--- src/rtl/utf8vs_pkg.sv ---
// ----------------------------------------------------------------------------
// utf8vs_pkg
// Shared widths, byte constants, flaw and verdict codes, and the byte
// sanitizer for the UTF-8 validate and sanitize stream.
// ----------------------------------------------------------------------------
package utf8vs_pkg;

	localparam int CNT_W = 32;
	localparam int SUM_W = ((CNT_W > 32) ? CNT_W : 32) + 1;

	localparam logic [CNT_W-1:0] CNT_CEIL = '1;

	localparam logic [7:0] CH_ESC   = 8'h1B;
	localparam logic [7:0] CH_BEL   = 8'h07;
	localparam logic [7:0] CH_SO    = 8'h0E;
	localparam logic [7:0] CH_SI    = 8'h0F;
	localparam logic [7:0] CH_DEL   = 8'h7F;
	localparam logic [7:0] CH_LF    = 8'h0A;
	localparam logic [7:0] CH_TAB   = 8'h09;
	localparam logic [7:0] CH_CR    = 8'h0D;
	localparam logic [7:0] CH_QMARK = 8'h3F;
	localparam logic [7:0] CH_SPACE = 8'h20;
	localparam logic [7:0] CH_CTRL_MAX = 8'h1F;

	localparam logic [7:0] LEAD_C1 = 8'hC1;
	localparam logic [7:0] LEAD_E0 = 8'hE0;
	localparam logic [7:0] LEAD_F0 = 8'hF0;
	localparam logic [7:0] LEAD_F4 = 8'hF4;
	localparam logic [7:0] CONT_A0 = 8'hA0;
	localparam logic [7:0] CONT_90 = 8'h90;
	localparam logic [7:0] CONT_8F = 8'h8F;

	typedef logic [1:0] flaw_t;
	localparam flaw_t FLAW_NONE     = 2'd0;
	localparam flaw_t FLAW_BADCONT  = 2'd1;
	localparam flaw_t FLAW_OVERLONG = 2'd2;
	localparam flaw_t FLAW_RANGE    = 2'd3;

	typedef logic [2:0] verdict_t;
	localparam verdict_t VERD_OK       = 3'd0;
	localparam verdict_t VERD_SIZE     = 3'd1;
	localparam verdict_t VERD_BADLEAD  = 3'd2;
	localparam verdict_t VERD_TRUNC    = 3'd3;
	localparam verdict_t VERD_BADCONT  = 3'd4;
	localparam verdict_t VERD_OVERLONG = 3'd5;
	localparam verdict_t VERD_RANGE    = 3'd6;
	localparam verdict_t VERD_LINES    = 3'd7;

	typedef enum logic [1:0] {
		CFG_MAX_TOTAL   = 2'd0,
		CFG_MAX_LINES   = 2'd1,
		CFG_STRICT      = 2'd2,
		CFG_ALLOW_CTRL  = 2'd3
	} cfg_idx_t;

	function automatic logic [7:0] sanitize(input logic [7:0] b, input logic allow_ctrl);
		logic [7:0] r;
		r = b;
		if (b == CH_ESC || b == CH_BEL || b == CH_SO || b == CH_SI || b == CH_DEL) begin
			r = CH_QMARK;
		end else if (!allow_ctrl && b <= CH_CTRL_MAX && b != CH_LF && b != CH_TAB
				&& b != CH_CR) begin
			r = CH_SPACE;
		end
		return r;
	endfunction

endpackage

--- src/rtl/utf8_validate_sanitize_stream.sv ---
// ----------------------------------------------------------------------------
// utf8_validate_sanitize_stream
// Byte-stream sanitizer with size, line and UTF-8 checks per string.
// ----------------------------------------------------------------------------
// One byte enters per clock into the input register, and its sanitized
// copy moves on into the result register when that is empty or read;
// a new item is taken in every cycle as long as the output side takes
// results. The rate is set by the single state update per byte (counters and
// decoder) that sits between the input register and the result register.
// The verdict appears on the result of the byte marked tlast and is zero on
// all other results.
module utf8_validate_sanitize_stream (
	input  logic        clk,
	input  logic        arst_n,
	input  logic        cfg_we,
	input  logic [1:0]  cfg_index,
	input  logic [31:0] cfg_data,
	input  logic        s_tvalid,
	output logic        s_tready,
	input  logic [39:0] s_tdata,   // data_byte[7:0], base_size[39:8]
	input  logic        s_tlast,   // last_of_string
	input  logic [0:0]  s_tuser,   // first_of_string
	output logic        m_tvalid,
	input  logic        m_tready,
	output logic [15:0] m_tdata,   // clean_byte[7:0], verdict[10:8], zero[15:11]
	output logic        m_tlast    // end_of_string
);

	localparam int CW = utf8vs_pkg::CNT_W;
	localparam int SW = utf8vs_pkg::SUM_W;

	// configuration
	logic [31:0] max_total_q;
	logic [31:0] max_lines_q;
	logic        strict_q;
	logic        allow_ctrl_q;

	always_ff @(posedge clk or negedge arst_n) begin
		if (!arst_n) begin
			max_total_q  <= 32'd1048576;
			max_lines_q  <= 32'd100000;
			strict_q     <= 1'b1;
			allow_ctrl_q <= 1'b0;
		end else if (cfg_we) begin
			case (cfg_index)
				utf8vs_pkg::CFG_MAX_TOTAL:  max_total_q  <= cfg_data;
				utf8vs_pkg::CFG_MAX_LINES:  max_lines_q  <= cfg_data;
				utf8vs_pkg::CFG_STRICT:     strict_q     <= cfg_data[0];
				utf8vs_pkg::CFG_ALLOW_CTRL: allow_ctrl_q <= cfg_data[0];
				default: ;
			endcase
		end
	end

	// input register
	logic        valid_s1;
	logic [7:0]  byte_s1;
	logic        first_s1;
	logic        last_s1;
	logic [31:0] base_s1;
	logic        valid_s2;
	logic        adv;

	assign adv      = valid_s1 && (!valid_s2 || m_tready);
	assign s_tready = !valid_s1 || adv;

	always_ff @(posedge clk or negedge arst_n) begin
		if (!arst_n) begin
			valid_s1 <= 1'b0;
		end else if (s_tready) begin
			valid_s1 <= s_tvalid;
		end
	end

	always_ff @(posedge clk) begin
		if (s_tvalid && s_tready) begin
			byte_s1  <= s_tdata[7:0];
			base_s1  <= s_tdata[39:8];
			first_s1 <= s_tuser[0];
			last_s1  <= s_tlast;
		end
	end

	// string state
	logic [CW-1:0]              bytes_q;
	logic [CW-1:0]              lines_q;
	logic [SW-1:0]              sum_q;
	logic [1:0]                 expect_q;
	utf8vs_pkg::flaw_t          flaw_q;
	logic [7:0]                 lead_q;
	utf8vs_pkg::verdict_t       err_q;

	logic [CW-1:0]              bytes_e, bytes_n, lines_e, lines_n;
	logic [SW-1:0]              sum_e, sum_n;
	logic [1:0]                 expect_e, expect_n;
	utf8vs_pkg::flaw_t          flaw_e, flaw_n;
	logic [7:0]                 lead_e, lead_n;
	utf8vs_pkg::verdict_t       err_e, err_n, verdict;
	logic                       first_pos, size_bad, lines_bad;

	always_comb begin
		bytes_e  = first_s1 ? '0 : bytes_q;
		lines_e  = first_s1 ? '0 : lines_q;
		sum_e    = first_s1 ? SW'(base_s1) : sum_q;
		expect_e = first_s1 ? 2'd0 : expect_q;
		flaw_e   = first_s1 ? utf8vs_pkg::FLAW_NONE : flaw_q;
		lead_e   = first_s1 ? 8'd0 : lead_q;
		err_e    = first_s1 ? utf8vs_pkg::VERD_OK : err_q;

		bytes_n = bytes_e + CW'(bytes_e != utf8vs_pkg::CNT_CEIL);
		sum_n   = sum_e + SW'(bytes_e != utf8vs_pkg::CNT_CEIL);
		lines_n = lines_e + CW'(byte_s1 == utf8vs_pkg::CH_LF
			&& lines_e != utf8vs_pkg::CNT_CEIL);

		expect_n = expect_e;
		flaw_n   = flaw_e;
		lead_n   = lead_e;
		err_n    = err_e;

		first_pos = (lead_e[7:5] == 3'b110 && expect_e == 2'd1)
			|| (lead_e[7:4] == 4'b1110 && expect_e == 2'd2)
			|| (lead_e[7:3] == 5'b11110 && expect_e == 2'd3);

		if (expect_e == 2'd0) begin
			if (byte_s1[7]) begin
				if (byte_s1[7:5] == 3'b110) begin
					expect_n = 2'd1;
					lead_n   = byte_s1;
					flaw_n   = (byte_s1 <= utf8vs_pkg::LEAD_C1) ?
						utf8vs_pkg::FLAW_OVERLONG : utf8vs_pkg::FLAW_NONE;
				end else if (byte_s1[7:4] == 4'b1110) begin
					expect_n = 2'd2;
					lead_n   = byte_s1;
					flaw_n   = utf8vs_pkg::FLAW_NONE;
				end else if (byte_s1[7:3] == 5'b11110) begin
					expect_n = 2'd3;
					lead_n   = byte_s1;
					flaw_n   = (byte_s1 > utf8vs_pkg::LEAD_F4) ?
						utf8vs_pkg::FLAW_RANGE : utf8vs_pkg::FLAW_NONE;
				end else if (err_n == utf8vs_pkg::VERD_OK) begin
					err_n = utf8vs_pkg::VERD_BADLEAD;
				end
			end
		end else begin
			if (byte_s1[7:6] != 2'b10) begin
				flaw_n = utf8vs_pkg::FLAW_BADCONT;
			end else if (flaw_e == utf8vs_pkg::FLAW_NONE && first_pos) begin
				if (lead_e == utf8vs_pkg::LEAD_E0 && byte_s1 < utf8vs_pkg::CONT_A0) begin
					flaw_n = utf8vs_pkg::FLAW_OVERLONG;
				end else if (lead_e == utf8vs_pkg::LEAD_F0
						&& byte_s1 < utf8vs_pkg::CONT_90) begin
					flaw_n = utf8vs_pkg::FLAW_OVERLONG;
				end else if (lead_e == utf8vs_pkg::LEAD_F4
						&& byte_s1 > utf8vs_pkg::CONT_8F) begin
					flaw_n = utf8vs_pkg::FLAW_RANGE;
				end
			end
			expect_n = expect_e - 2'd1;
			if (expect_n == 2'd0) begin
				if (err_n == utf8vs_pkg::VERD_OK) begin
					case (flaw_n)
						utf8vs_pkg::FLAW_BADCONT:  err_n = utf8vs_pkg::VERD_BADCONT;
						utf8vs_pkg::FLAW_OVERLONG: err_n = utf8vs_pkg::VERD_OVERLONG;
						utf8vs_pkg::FLAW_RANGE:    err_n = utf8vs_pkg::VERD_RANGE;
						default:                   err_n = utf8vs_pkg::VERD_OK;
					endcase
				end
				flaw_n = utf8vs_pkg::FLAW_NONE;
			end
		end

		if (last_s1 && expect_n != 2'd0 && err_n == utf8vs_pkg::VERD_OK) begin
			err_n = utf8vs_pkg::VERD_TRUNC;
		end

		size_bad  = (bytes_n == utf8vs_pkg::CNT_CEIL) || (sum_n > SW'(max_total_q));
		lines_bad = (lines_n == utf8vs_pkg::CNT_CEIL) || (SW'(lines_n) > SW'(max_lines_q));

		if (!last_s1) begin
			verdict = utf8vs_pkg::VERD_OK;
		end else if (size_bad) begin
			verdict = utf8vs_pkg::VERD_SIZE;
		end else if (strict_q && err_n != utf8vs_pkg::VERD_OK) begin
			verdict = err_n;
		end else if (lines_bad) begin
			verdict = utf8vs_pkg::VERD_LINES;
		end else begin
			verdict = utf8vs_pkg::VERD_OK;
		end
	end

	always_ff @(posedge clk or negedge arst_n) begin
		if (!arst_n) begin
			bytes_q  <= '0;
			lines_q  <= '0;
			sum_q    <= '0;
			expect_q <= 2'd0;
			flaw_q   <= utf8vs_pkg::FLAW_NONE;
			lead_q   <= 8'd0;
			err_q    <= utf8vs_pkg::VERD_OK;
		end else if (adv) begin
			bytes_q  <= bytes_n;
			lines_q  <= lines_n;
			sum_q    <= sum_n;
			expect_q <= expect_n;
			flaw_q   <= flaw_n;
			lead_q   <= lead_n;
			err_q    <= err_n;
		end
	end

	// result register
	logic [7:0]           clean_s2;
	utf8vs_pkg::verdict_t verdict_s2;
	logic                 last_s2;

	always_ff @(posedge clk or negedge arst_n) begin
		if (!arst_n) begin
			valid_s2 <= 1'b0;
		end else if (adv) begin
			valid_s2 <= 1'b1;
		end else if (m_tready) begin
			valid_s2 <= 1'b0;
		end
	end

	always_ff @(posedge clk) begin
		if (adv) begin
			clean_s2   <= utf8vs_pkg::sanitize(byte_s1, allow_ctrl_q);
			verdict_s2 <= verdict;
			last_s2    <= last_s1;
		end
	end

	assign m_tvalid = valid_s2;
	assign m_tdata  = {5'd0, verdict_s2, clean_s2};
	assign m_tlast  = last_s2;

endmodule
--- config.mk ---
export PLATFORM = sky130hd
export DESIGN_NAME = utf8_validate_sanitize_stream
export DESIGN_NICKNAME = d
export VERILOG_FILES = /design/src/rtl/utf8vs_pkg.sv /design/src/rtl/utf8_validate_sanitize_stream.sv
export SDC_FILE = /design/constraint.sdc
export NUM_CORES = 1
export LEC_CHECK = 0
export BUFFER_PORTS_ARGS = -buffer_cell sky130_fd_sc_hd__buf_2
export CORE_MARGIN = 1.5
export CORE_UTILIZATION = 65
export CTS_CLUSTER_DIAMETER = 60
export DETAILED_ROUTE_END_ITERATION = 12
export PLACE_DENSITY = 0.85
export SLEW_MARGIN = 20
export SYNTH_ARGS = -nofsm -noshare
export SYNTH_HDL_FRONTEND = slang
export SYNTH_SLANG_ARGS = --single-unit
--- constraint.sdc ---
create_clock -name clk -period 8.9 [get_ports clk]
set_input_delay 1.78 -clock clk [delete_from_list [all_inputs] [get_ports clk]]
set_output_delay 1.78 -clock clk [all_outputs]
set_load 0.01 [all_outputs]
==> metrics.md, run 1 <==
| Metric | Value |
|---|---|
| Most common cell in the netlist | `nand2_1` |
| CP endpoint kind | `flip-flop` |
| Clk buf depth | `3` |
| Total of warnings raised by yosys | `0` |
| Clock tree sinks | `234` |
| Clk Latency, worst-skew pair | `between 500 and 600 ps` |
| Die area | `approximately 22000 sq um` |
| Port bufs | `between 90 and 100` |
| Routed wire length | `32.41 mm` |
| Die X | `about 150 um` |
| DP Area | `14360 sq um` |
| Fmax | `roughly 160 MHz` |
| Nets | `roughly 1700` |
| Non-filler cells in the finished layout | `about 1900` |
| Post-synth EDFFs | `54` |
| Vias per inst | `6.058` |
| Ys flop type | `dfrtp_1` |
| Fin. max-slew vios | `0` |
| Final period utilization | `0.7090` |
| Synth Area in XOR/XNOR | `0.04314` |
| Pwr per Cell Area | `~200 nW/um^2` |
| Outcome | `finished clean` |
| Hold_ws | `479.9 ps` |
| Synth Area in Adders | `0.06345` |
| Worst slew margin | `0.3321` |
| Post-synth top cells | `307 x nand2_1, 172 x dfrtp_1, 85 x o21ai_0, 80 x inv_1, 75 x nor2_1` |
| Seq/Total Area, Yosys | `0.4445` |
| First-pass DRT Iterations | `6` |
| Total power | `~3.1 mW` |
| Largest cells by area after synthesis | `dfrtp_1 31%, edfxtp_1 12%, nand2_1 8.3%` |
| Core area | `between 20000 and 25000 sq um` |
| Yosys cell types | `between 70 and 80` |
| Unrepaired setup endpoints after global routing | `no` |
| Design area | `15390 sq um` |
| Yosys top cell area share | `0.3118` |
| I/O Pins | `100` |
| Layout cells sized above 1 | `0.1352` |
| Area Overhead vs Synth | `11.51%` |
| Mapped cell area | `approximately 14000 sq um` |
| Total grt overflow | `0` |
| Total CTS buffers | `27` |
| Worst hold path class | `reg -> reg` |
| Routed via count | `approximately 11000` |
| Post-CTS Hold Fix Bufs | `0` |
| DPL Wire Length | `about 22 mm` |
| Rows | `53` |
| Skew final | `about 11 ps` |
| Initial antenna violation count | `2` |
| VDD IR max | `around 0.20 mV` |
| Number of gates resized after cts | `0` |
| Final Critical Period | `6310 ps` |
| Crit start category | `flip-flop` |
| Routed length per instance | `between 15 and 20 um` |
| Final Setup Violations | `0` |
| Post-synthesis mux area share | `0.06209` |
| Slew of the pin with the lowest slew margin | `around 1000 ps` |
| Total GRT Usage | `0.2971` |
| Compound-gate portion of the synthesized area | `0.1128` |
| Worst Setup Slack, final | `roughly 2600 ps` |
| Simple-Gate Fraction of Synth Area | `0.2252` |
| Pre-CTS WS | `approximately 2700 ps` |
| Avg Inst Size Synth | `about 9.2 sq um` |
| Req. time, crit path | `roughly 9300 ps` |
| FF+latch count, synth | `approximately 230` |
| Placed Cells | `about 1800` |
| Crit Path Max Fanout | `58` |
| CP Class | `reg -> reg` |
| Final Hold Fails | `0` |
| Largest family of logic cells by synthesized area | `simple AND/OR/NAND/NOR gates` |
| # Max-Cap Violations | `0` |
| Gpl congestion | `between 0.9 and 1` |
| Asr flop ratio synth | `0.7692` |
| Post-DRT Antenna Nets | `0` |
| First-pass GRT wire length | `around 53 mm` |
| Chip Height | `148.7 um` |
| Largest net degree at the start of global routing | `~110` |
| Root Buffer | `clkbuf_16` |
| Htree depth | `1` |
| Worst-path clk slew | `around 60 ps` |
| Vias in the first global route | `between 10000 and 15000` |
| Initial drt markers | `about 960` |
| Initial core utilization | `0.6588` |
| TNS Setup | `0 ps` |
| Residual DRC | `0` |
| Static leakage | `between 6 and 7 nW` |
| Post-CTS setup buffer count | `0` |
| Area leader, netlist | `dfrtp_1` |
| Final Core Density | `0.7346` |
| Post-synthesis cell count | `roughly 1500` |
| Crit path DAT | `around 6700 ps` |
| CTS tree | `yes` |
## cells in the final DEF (no fill, tap or decap), types with 24 or more instances in the layout
master     Yosys  final
dfrtp_1      172    172
nor2b_1       24     24
nand2_1      307    306
mux2_2        45     45
xnor2_1       38     38
xor2_1        30     30
inv_1         80     80
o21ai_0       85     85
nand3_1       61     61
a21o_1        24     24
clkbuf_16      0     27
edfxtp_1      54     54
ha_1          70     70
a21oi_1       59     59
mux2i_1       35     35
nor3_1        26     26
buf_2         10     93
nor2_1        75     75
nand4_1       31     31
## area by class of cell
class | instances | area, sq um
antenna | 2 | 5.005
clock buffer | 33 | 708.2
clock inverter | 17 | 296.5
fill | 1480 | 5562
inverter | 81 | 304.0
multi-input combinational | 1114 | 7028
sequential | 234 | 6136
tap | 275 | 344.1
timing repair buffer | 104 | 571.8
## registers in the layout (all words and copies together) (netlist names)
register,flops
lead_q,8
clean_s2,8
m_tlast,1
max_total_q,32
valid_s1,1
first_s1,1
allow_ctrl_q,1
base_s1,32
verdict_s2,3
bytes_q,32
sum_q,33
strict_q,1
byte_s1,8
lines_q,32
err_q,3
expect_q,2
max_lines_q,32
m_tvalid,1
last_s1,1
flaw_q,2
## final timing paths
kind / from / to / slack (ps) / cells past startpoint
max: first_s1 / verdict_s2[1] / 2590 / 17
min: sum_q[30] / sum_q[30] / 480 / 2
max reg2reg: first_s1 / verdict_s2[1] / 2590 / 17
min reg2reg: sum_q[30] / sum_q[30] / 480 / 2
max in group asynchronous: arst_n / sum_q[15] / 6140 / 3
min in group asynchronous: arst_n / lines_q[29] / 1130 / 1
## layer usage
metal | vias to the layer above | routed length [um] | track usage
met5 | - | 0 | 0
met4 | 0 | 1257 | 0.1168
met3 | 95 | 1924 | 0.03823
met2 | 431 | 15330 | 0.4849
met1 | 5352 | 13900 | 0.4063
li1 | 5390 | - | -
## cells by family (layout without fill, tap and decap cells)
logic type / count (synthesis) / after routing
flip-flops: 234 / 234
multiplexers: 80 / 80
adder cells (fa/ha/maj): 70 / 70
other: 1 / 7
AND/OR/NAND/NOR: 644 / 644
AO/OA/AOI/OAI: 247 / 247
XOR/XNOR: 68 / 68
buffers and inverters: 164 / 235
## critical path, cell delays in order, from the launching register on
cell	delay [ps]
edfxtp_1	360
buf_4	480
buf_4	650
mux2i_1	290
a2111oi_1	840
nand3_1	280
or3_1	480
or3_1	400
xor2_1	210
ha_1	300
a211oi_1	220
o21ai_0	120
a211oi_1	230
o21ai_0	160
a211oi_1	190
o21ai_0	300
a41oi_1	370
o2111a_1	230
## power by group
part / internal, mW / switching, mW
clock: 0.776 / 0.459
combinational: 0.229 / 0.329
sequential: 1.24 / 0.0886
total: 2.24 / 0.877
(Power assumes the default switching activity.)
==> run 2: changes to the inputs <==
--- a/config.mk
+++ b/config.mk
@@ -7,10 +7,10 @@
 export LEC_CHECK = 0
 export BUFFER_PORTS_ARGS = -buffer_cell sky130_fd_sc_hd__buf_2
 export CORE_MARGIN = 1.5
-export CORE_UTILIZATION = 65
+export CORE_UTILIZATION = 55
 export CTS_CLUSTER_DIAMETER = 60
 export DETAILED_ROUTE_END_ITERATION = 12
-export PLACE_DENSITY = 0.85
+export PLACE_DENSITY = 0.77
 export SLEW_MARGIN = 20
 export SYNTH_ARGS = -nofsm -noshare
 export SYNTH_HDL_FRONTEND = slang
==> constraint.sdc (replaced) <==
create_clock -name clk -period 5.4 [get_ports clk]
set_input_delay 1.08 -clock clk [delete_from_list [all_inputs] [get_ports clk]]
set_output_delay 1.08 -clock clk [all_outputs]
set_load 0.01 [all_outputs]
==> run 2 against run 1 <==
Compared with the run above: total power grew 64%; global-route usage down 3.7 points; clock power up 60%; register-to-register slack worse by 2400 ps; first-iteration DRC count rose by 0.31%; combinational power up 72%; final area up 3.5%; sequential power grew 63%; via count grew 0.65%; cell count grew 4.9%; count of clock-buffer cells in the layout is the same; fmax up 21%.
==> metrics.md, run 2 (synthesis gave the netlist of run 1 again) <==
| Metric | Value |
|---|---|
| Outcome | `finished clean (unchanged)` |
| First-pass GRT wire length | `55.06 mm (was 53.26 mm)` |
| Clk Latency, worst-skew pair | `570 ps (was 550 ps)` |
| DPL Wire Length | `24.06 mm (was 22.25 mm)` |
| Die area | `26060 sq um (was 22120 sq um)` |
| Rows | `57 (was 53)` |
| Crit start category | `flip-flop (unchanged)` |
| Crit Path Max Fanout | `8 (was 58)` |
| Layout filler cell count | `1941 (was 1480)` |
| Routed wire length | `33.86 mm (was 32.41 mm)` |
| Clock tree sinks | `234 (unchanged)` |
| # Max-Cap Violations | `0 (unchanged)` |
| Slew of the pin with the lowest slew margin | `963.5 ps (was 1002 ps)` |
| Placed Cells | `1886 (was 1807)` |
| Initial antenna violation count | `1 (was 2)` |
| Nets | `1757 (was 1713)` |
| Residual DRC | `0 (unchanged)` |
| Worst-path clk slew | `60 ps (about the same)` |
| Final Hold Fails | `0 (unchanged)` |
| Total power | `5.125 mW (was 3.119 mW)` |
| DP Area | `14680 sq um (was 14360 sq um)` |
| Clk buf depth | `3 (unchanged)` |
| Final Setup Violations | `0 (unchanged)` |
| Port bufs | `94 (unchanged)` |
| Vias per inst | `5.810 (was 6.058)` |
| Non-filler cells in the finished layout | `1952 (was 1860)` |
| Design area | `15940 sq um (was 15390 sq um)` |
| Gpl congestion | `0.9443 (was 0.9161)` |
| Worst hold path class | `reg -> reg (unchanged)` |
| Htree depth | `1 (unchanged)` |
| Req. time, crit path | `5700 ps (was 9320 ps)` |
| Core area | `24460 sq um (was 20960 sq um)` |
| Area Overhead vs Synth | `15.46% (was 11.51%)` |
| Worst Setup Slack, final | `187.4 ps (was 2590 ps)` |
| Most frequent cells in the layout | `305 x nand2_1, 171 x dfrtp_1, 93 x buf_2 (was 306 x nand2_1, 172 x dfrtp_1, 93 x buf_2)` |
| Total grt overflow | `0 (unchanged)` |
| VDD IR max | `0.3042 mV (was 0.1977 mV)` |
| Total CTS buffers | `28 (was 27)` |
| Fmax | `191.8 MHz (was 158.5 MHz)` |
| CTS tree | `yes (unchanged)` |
| Skew final | `19.78 ps (was 10.79 ps)` |
| Routed length per instance | `17.34 um (was 17.43 um)` |
| Pre-CTS WS | `-221.9 ps (was 2735 ps)` |
| Initial core utilization | `0.5643 (was 0.6588)` |
| Crit path DAT | `5510 ps (was 6730 ps)` |
| Ant. Diodes | `0 (was 2)` |
| Max FFs per register | `33 (unchanged)` |
| I/O Pins | `100 (unchanged)` |
| Root Buffer | `clkbuf_16 (unchanged)` |
| Vias in the first global route | `11060 (was 10820)` |
| CP Class | `reg -> reg (unchanged)` |
| First-pass DRT Iterations | `5 (was 6)` |
| Register area | `6137 sq um (was 6136 sq um)` |
| Pwr per Cell Area | `321.5 nW/um^2 (was 202.6 nW/um^2)` |
| Final Critical Period | `5213 ps (was 6310 ps)` |
| Chip Height | `161.4 um (was 148.7 um)` |
| Routed via count | `11340 (was 11270)` |
| Fin. max-slew vios | `0 (unchanged)` |
| Most common cell after layout, fill and taps aside | `nand2_1 (unchanged)` |
| Layout cells sized above 1 | `0.1781 (was 0.1352)` |
| Largest net degree at the start of global routing | `92 (was 109)` |
| Area taken by multi-input logic gates | `7186 sq um (was 7028 sq um)` |
| Most flops, register | `sum_q (unchanged)` |
| Worst slew margin | `0.3577 (was 0.3321)` |
| Initial drt markers | `967 (was 964)` |
| Total GRT Usage | `0.2599 (was 0.2971)` |
| Die X | `161.4 um (was 148.7 um)` |
| Post-DRT Antenna Nets | `0 (unchanged)` |
| Static leakage | `7.144 nW (was 6.889 nW)` |
| Final period utilization | `0.9653 (was 0.7090)` |
| CP endpoint kind | `flip-flop (unchanged)` |
==> run 2: cell types whose count changed in the layout (fill, tap and decap cells not counted), sizes merged <==
cell | before | now
buf | 104 | 146
bufinv | 7 | 5
clkbuf | 33 | 34
clkinv | 6 | 11
clkinvlp | 2 | 0
diode | 2 | 0
inv | 83 | 84
==> run 2: final timing paths <==
path                       startpoint         endpoint  slack (ps)  cells past startpoint
hold / removal              sum_q[30]        sum_q[30]         470                      2
min in group asynchronous      arst_n  max_lines_q[23]         590                      1
max in group asynchronous      arst_n        sum_q[15]        3660                      2
hold reg to reg             sum_q[30]        sum_q[30]         470                      2
setup / recovery             first_s1    verdict_s2[2]         190                     21
setup reg to reg             first_s1    verdict_s2[2]         190                     21
==> run 2: power by group <==
| group | internal, mW | switching, mW | total, mW | leakage [nW] |
|---|---|---|---|---|
| clock | 1.23 | 0.765 | 1.99 | 0.497 |
| sequential | 2.04 | 0.131 | 2.17 | 2.82 |
| combinational | 0.401 | 0.561 | 0.962 | 3.83 |
| total | 3.67 | 1.46 | 5.13 | 7.14 |
==> run 2: cell type report <==
class                           count  share of cell area
Clock inverter                     19             0.01625
Timing Repair Buffer              147             0.05699
Inverter                           81             0.01908
Sequential cell                   234              0.3850
Clock buffer                       33             0.04639
Tap cell                          324             0.02543
Multi-Input combinational cell   1114              0.4508
==> run 2: timing repair <==
action,CTS,global route
gates resized for setup,5,25
pin swaps,2,18
endpoints found under the setup margin,3,3
endpoints found under the hold margin,0,0
buffers inserted,3,10
hold buffers,0,0
gates cloned,0,1
==> run 2: per-stage QoR <==
| step | TNS, ps | hold WS, ps | util |
|---|---|---|---|
| floorplan | 0 | 438.0 | - |
| detailed placement | -602.1 | 457.6 | 0.6000 |
| global route | -109.0 | 483.1 | 0.6516 |
| global placement | 0 | 449.2 | 0.6000 |
| CTS | 0 | 470.6 | 0.6425 |
| finish | 0 | 470.8 | 0.6516 |
==> run 2: routing by layer <==
layer | track usage | wire length, um | vias to the layer above
met5 | 0 | 7 | -
met2 | 0.4378 | 16380 | 335
met3 | 0.04109 | 1667 | 84
li1 | - | - | 5485
met1 | 0.3393 | 14700 | 5435
met4 | 0.09428 | 1107 | 2
==> run 2: critical path: stages (launching register included) <==
cell      delay (ps)
edfxtp_1         410
buf_12           150
and4b_1          200
or3b_4           260
nor4_4            50
a21oi_2          140
ha_2             220
ha_4             170
nand3b_1         110
or3_4            410
or3_4            430
or3_4            390
nand2_2           90
ha_1             150
nand4_1          170
nor2_2           200
nand3_2          130
or4_4            500
nor3b_1          150
a22oi_1          230
nor2b_1           90
o311a_1          300
